## src/rtl/cmvm_fifo.sv

```systemverilog
module cmvm_fifo #(
    parameter int WIDTH = 75,
    parameter int DEPTH = 4,
    localparam int PW    = $clog2(DEPTH),
    localparam int LVL_W = $clog2(DEPTH + 1)
) (
    input  logic             i_clk,
    input  logic             i_rst_n,
    input  logic             i_push,
    input  logic [WIDTH-1:0] i_data,
    input  logic             i_pop,
    output logic [WIDTH-1:0] o_data,
    output logic             o_valid,
    output logic [LVL_W-1:0] o_level
);

    logic [WIDTH-1:0] r_mem [DEPTH];
    logic [PW-1:0]    r_wr_ptr;
    logic [PW-1:0]    r_rd_ptr;
    logic [LVL_W-1:0] r_level;
    logic             w_pop;

    assign w_pop = i_pop && (r_level != '0);

    always_ff @(posedge i_clk) begin
        if (!i_rst_n) begin
            r_wr_ptr <= '0;
            r_rd_ptr <= '0;
            r_level  <= '0;
        end else begin
            if (i_push) begin
                r_wr_ptr <= (r_wr_ptr == PW'(DEPTH - 1)) ? '0 : r_wr_ptr + PW'(1);
            end
            if (w_pop) begin
                r_rd_ptr <= (r_rd_ptr == PW'(DEPTH - 1)) ? '0 : r_rd_ptr + PW'(1);
            end
            r_level <= r_level + LVL_W'(i_push) - LVL_W'(w_pop);
        end
    end

    always_ff @(posedge i_clk) begin
        if (i_push) begin
            r_mem[r_wr_ptr] <= i_data;
        end
    end

    assign o_data  = r_mem[r_rd_ptr];
    assign o_valid = (r_level != '0);
    assign o_level = r_level;

endmodule

```

## config.mk

```make
export PLATFORM = sky130hd
export DESIGN_NAME = cmvm_fifo
export DESIGN_NICKNAME = d
export VERILOG_FILES = /design/src/rtl/cmvm_fifo.sv
export SDC_FILE = /design/constraint.sdc
export NUM_CORES = 1
export LEC_CHECK = 0
export ABC_AREA = 1
export BUFFER_PORTS_ARGS = -buffer_cell sky130_fd_sc_hd__buf_4
export CORE_MARGIN = 2
export CORE_UTILIZATION = 32
export DETAILED_ROUTE_END_ITERATION = 6
export MAX_ROUTING_LAYER = met4
export SETUP_SLACK_MARGIN = 0.2
export SLEW_MARGIN = 0
export SYNTH_ARGS = -nofsm -noshare
export SYNTH_HDL_FRONTEND = slang
export SYNTH_SLANG_ARGS = --single-unit
export TNS_END_PERCENT = 20
```

## constraint.sdc

```tcl
create_clock -name i_clk -period 2.5 [get_ports i_clk]
set_input_delay 0.375 -clock i_clk [delete_from_list [all_inputs] [get_ports i_clk]]
set_output_delay 0.375 -clock i_clk [all_outputs]
set_load 0.01 [all_outputs]
```

==> reports/qor.yml <==
clocking:
  root_buffer: "clkbuf_16"
  cts.sinks: 309
  clk_latency_ns: 0.52
  cts_buffers: 34
  holdBufCountCts: 0
  htreeDepth: 2
  clockBufferDepth: 3
  cts_tree: "yes"
  path_clk_slew_ns: 0.06
synth:
  synthCells: 786
  synth_area_mm2: 0.0123
  synth_fp_nets: 873
  yosys_warnings: 0
  synth.distinct_cells: 26
  seq_area_frac_synth_pct: 74.8
  ys_seq_elements: 309
  avgSynthCellArea_um2: 15.6
timing:
  max_clock_freq_mhz: 445
  slew_violations: 0
  setup_viol: 0
  fin_skew_ns: 0.00913
  holdWs_ns: 0.0418
  tns_ns: 0
  slew_headroom_pct: 59.8
  setup_ws_ns: 0.250
  finalCriticalPeriod_ns: 2.25
  final-hold-violation-count: 0
  min_period_over_period_pct: 90.0
  worst_pin_slew_ns: 0.603
  rsz0062_at_grt: "true"
critical_path:
  cp-end-kind: "output port"
  crit_required_ns: 2.12
  worstPathMaxFanout: 36
  arrival_ns: 1.87
  crit_type: "register to output port"
  start_kind: "register"
  rr_startpoint: "o_level[1]$_SDFF_PN0_"
  rr_worst_depth: 9
min_path:
  min_path_cells: 1
  min-delay-path-class: "input pin to register"
  hold_start: "i_data[33]"
grt:
  grt_use_met1_pct: 17.7
  grt_pass1_wl_um: 41500
  grt_max_degree: 57
  antenna_found_initial: 2
  met2_usage_pct: 22.9
  busiest_layer: "met2"
  grt_pass1_vias: 7121
  gr-total-overflow: 0
  use_met3_pct: 3.68
  grt_use_total_pct: 14.4
drt:
  viasPerCell: 4.68
  drc: 0
  ant_nets: 0
  routed_wl_um: 27600
  first_pass_iters: 5
  vias: 7009
  drt-initial-drc-count: 361
  routedWlPerCell_um: 18.4
floorplan:
  die-area_mm2: 0.0400
  io_pins: 158
  core_area_mm2: 0.0378
  fp.dieH_um: 200
  rows: 71
  fp.dieW_um: 200
  initial_core_util_pct: 32.5
final_layout:
  multiInputGateArea_mm2: 0.00269
  fin_area_mm2: 0.0154
  instances_no_fill: 1498
  mostFrequentLayoutCells: "edfxtp_1 (300), buf_4 (170), o21ai_0 (125)"
  fin_util_pct: 40.7
  fill_cells: 3468
  nNetsFinal: 1046
  seqCellArea_mm2: 0.00919
  area_growth_pct: 25.1
  final_common_cell: "edfxtp_1"
  drive_gt1_share_pct: 35.4
power:
  p_leak_nw: 5.29
  totalPowerFinal_mw: 15.8
  powerDensity_mw_per_mm2: 1030
  vdd_drop_max_uv: 562
placement:
  io_buffer_count: 157
  place_area_mm2: 0.0141
  hpwl_um: 15000
  pre_cts_ws_ns: 0.522
  place.gp.congestion: 0.681
  placed_cells: 1425
status:
  status: "complete, no violations"
job:
  maxCapViolations: 0
sequential cells by signal (all words and copies together) (netlist names), named ones only:
register	count
r_mem	300
r_rd_ptr	2
o_level	3
r_wr_ptr	2
critical path: stages, from the launching register on:
cell	delay, ns
dfxtp_2	0.40
inv_6	0.19
buf_16	0.22
o21ai_0	0.18
o22ai_2	0.15
buf_4	0.15
power breakdown:
part           switching (mW)  internal [mW]
Combinational            2.74           2.01
Clock                    1.95           3.01
Sequential              0.103           5.98
logic make-up (layout without fill, tap and decap cells):
group | after synthesis | in the layout | share of synthesized area, %
xor gates and xnor gates | 1 | 1 | 0.0713
and+or+nand+nor | 172 | 172 | 8.23
other | 0 | 2 | 0
adders and majority gates | 8 | 8 | 0.876
buffers and inverters | 66 | 265 | 3.39
DFF | 309 | 309 | 74.8
AOI/OAI and AO/OA | 230 | 230 | 12.6
synth_stat cells, drive strengths merged:
cell type,instances,area share (%)
a21boi,1,0.061
a21oi,4,0.16
buf,26,2.1
clkbuf,23,0.70
dfxtp,9,1.5
edfxtp,300,73
fa,1,0.16
ha,7,0.71
inv,17,0.56
nand2,11,0.34
nand3,3,0.12
nor2,157,7.7
nor3,1,0.041
o21ai,150,6.3
o22ai,75,6.1
xnor2,1,0.071
what timing repair did:
item                       CTS  global route
gates resized for setup      9             3
setup endpoints to repair   72            25
setup buffers                6             0
gates cloned                 3             0
layer usage:
metal | share of wire (%) | wire length (um) | up-vias
li1 | - | - | 3298
met1 | 44 | 12200 | 3507
met2 | 48 | 13200 | 164
met3 | 5.9 | 1630 | 40
met4 | 2.0 | 565 | 0
met5 | 0 | 0 | -
layout make-up:
cell class | instances | share of cell area [%]
antenna | 2 | 0.0326
clock buffer | 45 | 6.22
clock inverter | 17 | 1.08
inverter | 17 | 0.603
multi-input combinational | 411 | 17.5
sequential | 309 | 59.8
tap | 511 | 4.16
timing repair buffer | 185 | 10.5
timing repair inverter | 1 | 0.0733
worst paths after layout:
kind	end	slack, ns
max	o_data[0]	0.25
min reg2reg	r_wr_ptr[0]$_SDFFE_PN0P_	0.58
max reg2reg	o_level[2]$_SDFF_PN0_	0.63
min	r_mem[1][33]$_DFFE_PP_	0.04
(Power assumes the default switching activity.)
