==> src/rtl/cmvm_pkg.sv <==
package cmvm_pkg;

    localparam int MAX_DIM_DEF    = 256;
    localparam int ELEM_WIDTH_DEF = 16;
    localparam int CFG_W          = 9;
    localparam int CFG_IDX_W      = 8;
    localparam int ACC_W          = 42;
    localparam int ROW_W          = 8;
    localparam int WIDE_W         = 64;
    localparam int FIFO_DEPTH     = 4;
    localparam int OUT_TDATA_W    = ((ROW_W + 2 * ACC_W + 7) / 8) * 8;

    typedef enum logic [CFG_IDX_W-1:0] {
        REG_NUM_ROWS = 8'd0,
        REG_NUM_COLS = 8'd1
    } t_cfg_reg;

    typedef enum logic {
        OP_LOAD   = 1'b0,
        OP_MATRIX = 1'b1
    } t_op;

    typedef struct packed {
        logic             first;
        logic             last_col;
        logic             last_row;
        logic [ROW_W-1:0] row_idx;
    } t_mac_ctl;

endpackage

==> src/rtl/cmvm_back.sv <==
module cmvm_back
    import cmvm_pkg::*;
#(
    parameter int ELEM_WIDTH = ELEM_WIDTH_DEF,
    localparam int FIFO_W = $bits(t_mac_ctl) + 4 * ELEM_WIDTH
) (
    input  logic                   i_clk,
    input  logic                   i_rst_n,
    input  logic                   i_valid,
    input  logic [FIFO_W-1:0]      i_data,
    output logic                   o_pop,
    output logic                   m_axis_tvalid,
    input  logic                   m_axis_tready,
    output logic [OUT_TDATA_W-1:0] m_axis_tdata,  // row_index, sum_re, sum_im
    output logic                   m_axis_tlast   // last_row
);

    localparam int EW = ELEM_WIDTH;
    localparam int PW = 2 * ELEM_WIDTH;

    logic signed [EW-1:0] w_x_re, w_x_im, w_a_re, w_a_im;
    t_mac_ctl             w_ctl;
    logic                 w_en;

    logic                 r_m_valid;
    t_mac_ctl             r_m_ctl;
    logic signed [PW-1:0] r_m_rr, r_m_ii, r_m_ri, r_m_ir;

    logic signed [WIDE_W-1:0] w_rr, w_ii, w_ri, w_ir;
    logic [ACC_W-1:0]     n_c_re, n_c_im;
    logic                 r_c_valid;
    t_mac_ctl             r_c_ctl;
    logic [ACC_W-1:0]     r_c_re, r_c_im;

    logic [ACC_W-1:0]     r_acc_re, r_acc_im;
    logic [ACC_W-1:0]     n_sum_re, n_sum_im;

    logic                 r_out_valid;
    logic [ROW_W-1:0]     r_out_row;
    logic [ACC_W-1:0]     r_out_re, r_out_im;
    logic                 r_out_last;

    assign w_x_re = $signed(i_data[EW-1:0]);
    assign w_x_im = $signed(i_data[2*EW-1:EW]);
    assign w_a_re = $signed(i_data[3*EW-1:2*EW]);
    assign w_a_im = $signed(i_data[4*EW-1:3*EW]);
    assign w_ctl  = i_data[FIFO_W-1:4*EW];

    // whole back end advances when the result slot is free or being taken
    assign w_en  = !r_out_valid || m_axis_tready;
    assign o_pop = w_en && i_valid;

    assign w_rr = WIDE_W'(r_m_rr);
    assign w_ii = WIDE_W'(r_m_ii);
    assign w_ri = WIDE_W'(r_m_ri);
    assign w_ir = WIDE_W'(r_m_ir);

    assign n_c_re = w_rr[ACC_W-1:0] - w_ii[ACC_W-1:0];
    assign n_c_im = w_ri[ACC_W-1:0] + w_ir[ACC_W-1:0];

    assign n_sum_re = (r_c_ctl.first ? '0 : r_acc_re) + r_c_re;
    assign n_sum_im = (r_c_ctl.first ? '0 : r_acc_im) + r_c_im;

    always_ff @(posedge i_clk) begin
        if (!i_rst_n) begin
            r_m_valid   <= 1'b0;
            r_c_valid   <= 1'b0;
            r_out_valid <= 1'b0;
        end else if (w_en) begin
            r_m_valid   <= i_valid;
            r_c_valid   <= r_m_valid;
            r_out_valid <= r_c_valid && r_c_ctl.last_col;
        end
    end

    always_ff @(posedge i_clk) begin
        if (w_en) begin
            r_m_ctl <= w_ctl;
            r_m_rr  <= w_a_re * w_x_re;
            r_m_ii  <= w_a_im * w_x_im;
            r_m_ri  <= w_a_re * w_x_im;
            r_m_ir  <= w_a_im * w_x_re;
            r_c_ctl <= r_m_ctl;
            r_c_re  <= n_c_re;
            r_c_im  <= n_c_im;
            if (r_c_valid) begin
                if (r_c_ctl.last_col) begin
                    r_out_row  <= r_c_ctl.row_idx;
                    r_out_re   <= n_sum_re;
                    r_out_im   <= n_sum_im;
                    r_out_last <= r_c_ctl.last_row;
                end else begin
                    r_acc_re <= n_sum_re;
                    r_acc_im <= n_sum_im;
                end
            end
        end
    end

    assign m_axis_tvalid = r_out_valid;
    assign m_axis_tdata  = OUT_TDATA_W'({r_out_im, r_out_re, r_out_row});
    assign m_axis_tlast  = r_out_last;

endmodule

==> config.mk <==
export PLATFORM = sky130hd
export DESIGN_NAME = cmvm_back
export DESIGN_NICKNAME = d
export VERILOG_FILES = /design/src/rtl/cmvm_pkg.sv /design/src/rtl/cmvm_back.sv
export SDC_FILE = /design/constraint.sdc
export NUM_CORES = 2
export LEC_CHECK = 0
export BUFFER_PORTS_ARGS = -buffer_cell sky130_fd_sc_hd__buf_2
export CAP_MARGIN = 10
export CORE_ASPECT_RATIO = 2
export CORE_MARGIN = 2
export CORE_UTILIZATION = 45
export DETAILED_ROUTE_END_ITERATION = 6
export SYNTH_ARGS = -nofsm -noshare
export SYNTH_HDL_FRONTEND = slang
export SYNTH_SLANG_ARGS = --single-unit
==> constraint.sdc <==
create_clock -name i_clk -period 13.1 [get_ports i_clk]
set_input_delay 0.655 -clock i_clk [delete_from_list [all_inputs] [get_ports i_clk]]
set_output_delay 0.655 -clock i_clk [all_outputs]
set_load 0.03 [all_outputs]
==> results.ini <==
[synthesis]
synthesis.yosys.warnings = 0
ys_seq_elements = 396
synth-async-reset-ratio = 0
yosys.cell_types.count = 84
seq_area_frac_synth = 0.201
netlist_instances = 5868
synth-edff-count = 393
synth_top_family_by_area = adder cells
synth-adder-area-share = 0.458
proportion_of_synthesized_area_in_mux_cells = 0.000530
yosys.area_share.simple = 0.135
synth-main-ff-cell = sky130_fd_sc_hd__edfxtp_1
synth_compound_area_frac = 0.0745
post_synth_instance_area_sq_um = 59000
post_synth_xor_area_fraction = 0.0391
synth.avg_cell_area_sq_um = 10.0

[cells_and_area]
final-seq-area_sq_um = 11900
most-common-layout-cells = 1225 x sky130_fd_sc_hd__inv_1, 1052 x sky130_fd_sc_hd__fa_1, 553 x sky130_fd_sc_hd__nand2_1
post_route_cells_drive_above_1_share = 0.0479
layout.cells.most_common = sky130_fd_sc_hd__inv_1
multi_input_area_sq_um = 41700
stdcell_count = 7630
nets = 7496
flow.area_growth_from_synthesis_pct = 6.42
fillCellCount = 12200

[detailed_routing]
vias = 40200
route.detailed.wl_per_inst_um = 19.7
detailed_router_s_first_iteration_violation_count = 1879
route.antenna.remaining_nets = 0
firstDrtPassIters = 5
via_to_cell_ratio = 5.27
wirelength_um = 150000
remaining_drc_errors = 0

[placement]
dp.final_hpwl_um = 121000
routabilityCongestion = 0.881
buffer_ports.inserted = 173
post-place-cells = 7549

[cts]
cts_resized = 0
cts_setup_buffers = 0
cts_buffers = 41
cts_tree = built
clk_pin_slew_ps = 70
clock-root-buffer = sky130_fd_sc_hd__clkbuf_16
cts.path.max_buffers = 3
ctsHoldBuffers = 0
clkSinkCount = 396
htree_levels = 2
worstSkewPairLatency_ps = 620

[timing]
unrepaired_setup_endpoints_after_global_routing = no
report.final.hold_viol_count = 0
timing.max_slew.rel_slack = 0.278
setup_tns_ps = 0
fin_crit_ps = 6990
fin_crit_sh = 0.534
worstMarginPinSlew_ps = 1080
drv_slew = 0
maxClockFrequency_mhz = 143
number_of_setup_violations_in_the_final_report = 0
final_skew_ps = 28.4

[die]
placementRows = 187
placeableCoreArea_sq_um = 130000
dieArea_sq_um = 134000
start_util = 0.454
die_h_um = 516
die-width_um = 260
num_io_pins = 178

[worst_setup_path]
setup.worst_path.start_class = input port
crit_fanout = 32
cell_by_cell_listing_of_the_critical_path = buf_2 -> nand2_1 -> fa_1 -> fa_1 -> fa_1 -> inv_1 -> fa_1 -> fa_1 -> inv_1 -> fa_1 -> inv_1 -> ha_1 -> a21oi_1 -> nor2b_1 -> o21ai_0 -> a21oi_1 -> a311oi_1 -> o221ai_1 -> a21oi_1 -> nor2b_1 -> xnor2_1
cp_common_cell = sky130_fd_sc_hd__fa_1
cp_data_required_time_ps = 13440
timing.critical_path.slowest_cell_delay_ps = 900
critical-path-slowest-cell = sky130_fd_sc_hd__a311oi_1
critPathKind = in2reg
cp-end-kind = flip-flop
cp_num_buf_inv = 4
critical-path-top-delay-family = adder cells
cp_data_arrival_time_ps = 7340

[run_status]
status = complete, no violations

[global_routing]
grt_pass1_wl_um = 240000
antenna_found_initial = 9
grt_max_degree = 65
grt_overflow = 0
first_global_vias = 44700
groute.usage.overall = 0.233

[min_path]
worstHoldPathType = in2reg

[job]
drv.max_cap_violation_count = 0

==> cell families after synthesis <==
family	after synthesis
adders and majority gates	1526
and+or+nand+nor	1579
other	1
AOI/OAI and AO/OA	659
buffers and inverters	1441
muxes	3
xor gates and xnor gates	263
DFF	396
==> Yosys cell counts (54+ instances only) <==
cell | number | area, sq um
sky130_fd_sc_hd__o21ai_0 | 62 | 310
sky130_fd_sc_hd__edfxtp_1 | 393 | 11800
sky130_fd_sc_hd__inv_1 | 1226 | 4600
sky130_fd_sc_hd__xor2_1 | 63 | 552
sky130_fd_sc_hd__nand2b_1 | 54 | 338
sky130_fd_sc_hd__nor2b_1 | 112 | 701
sky130_fd_sc_hd__clkbuf_1 | 206 | 773
sky130_fd_sc_hd__xnor2_1 | 200 | 1750
sky130_fd_sc_hd__a21oi_1 | 188 | 941
sky130_fd_sc_hd__nor2_1 | 188 | 706
sky130_fd_sc_hd__a21o_1 | 120 | 901
sky130_fd_sc_hd__ha_1 | 474 | 5930
sky130_fd_sc_hd__fa_1 | 1052 | 21100
sky130_fd_sc_hd__and2_1 | 512 | 3200
sky130_fd_sc_hd__nand2_1 | 553 | 2080
==> worst paths after layout <==
path	depth (start not counted)	to	slack (ps)	startpoint
worst max register to register	16	r_out_re[40]	8350	r_c_ctl[10]
worst max-delay path	21	r_m_ri[29]	6110	i_data[43]
worst min register to register	0	r_out_row[0]	420	r_c_ctl[0]
worst min-delay path	1	r_m_ctl[3]	210	i_data[67]
==> metal layers <==
metal	wire, um	track usage	share of wire
met1	52900	0.249	0.35
met2	83700	0.451	0.56
met3	4920	0.0192	0.033
met4	8700	0.120	0.058
met5	21	0	0.00014
==> flip-flops by register name, summed over array words and instances, names as in the netlist, 8 cells and up <==
| name | flops |
|---|---|
| r_acc_im | 42 |
| r_acc_re | 42 |
| r_c_ctl | 11 |
| r_c_im | 33 |
| r_c_re | 33 |
| r_m_ctl | 11 |
| r_m_ii | 32 |
| r_m_ir | 32 |
| r_m_ri | 32 |
| r_m_rr | 32 |
| r_out_im | 42 |
| r_out_re | 42 |
| r_out_row | 8 |
==> through the flow <==
step / setup slack (ps) / hold slack [ps] / util / area, sq um
2_1_floorplan: 1910 / 400 / - / 59000
3_3_place_gp: 5430 / 401 / 0.472 / 61300
3_5_place_dp: 5430 / 405 / 0.472 / 61300
4_1_cts: 6060 / 177 / 0.483 / 62700
5_1_grt: 5660 / 198 / 0.483 / 62700
6_report: 6110 / 209 / 0.483 / 62800
==> final cells by class <==
cell class                      count  area share
Antenna cell                        5    0.000199
Clock buffer                       49      0.0173
Clock inverter                     27     0.00560
Inverter                         1228      0.0735
Multi-Input combinational cell   4034       0.665
Sequential cell                   396       0.189
Tap cell                         1701      0.0339
Timing Repair Buffer              190      0.0158
Power is not shown: default switching activity piles up to over one toggle a cycle in this logic, so the estimate is an artifact.
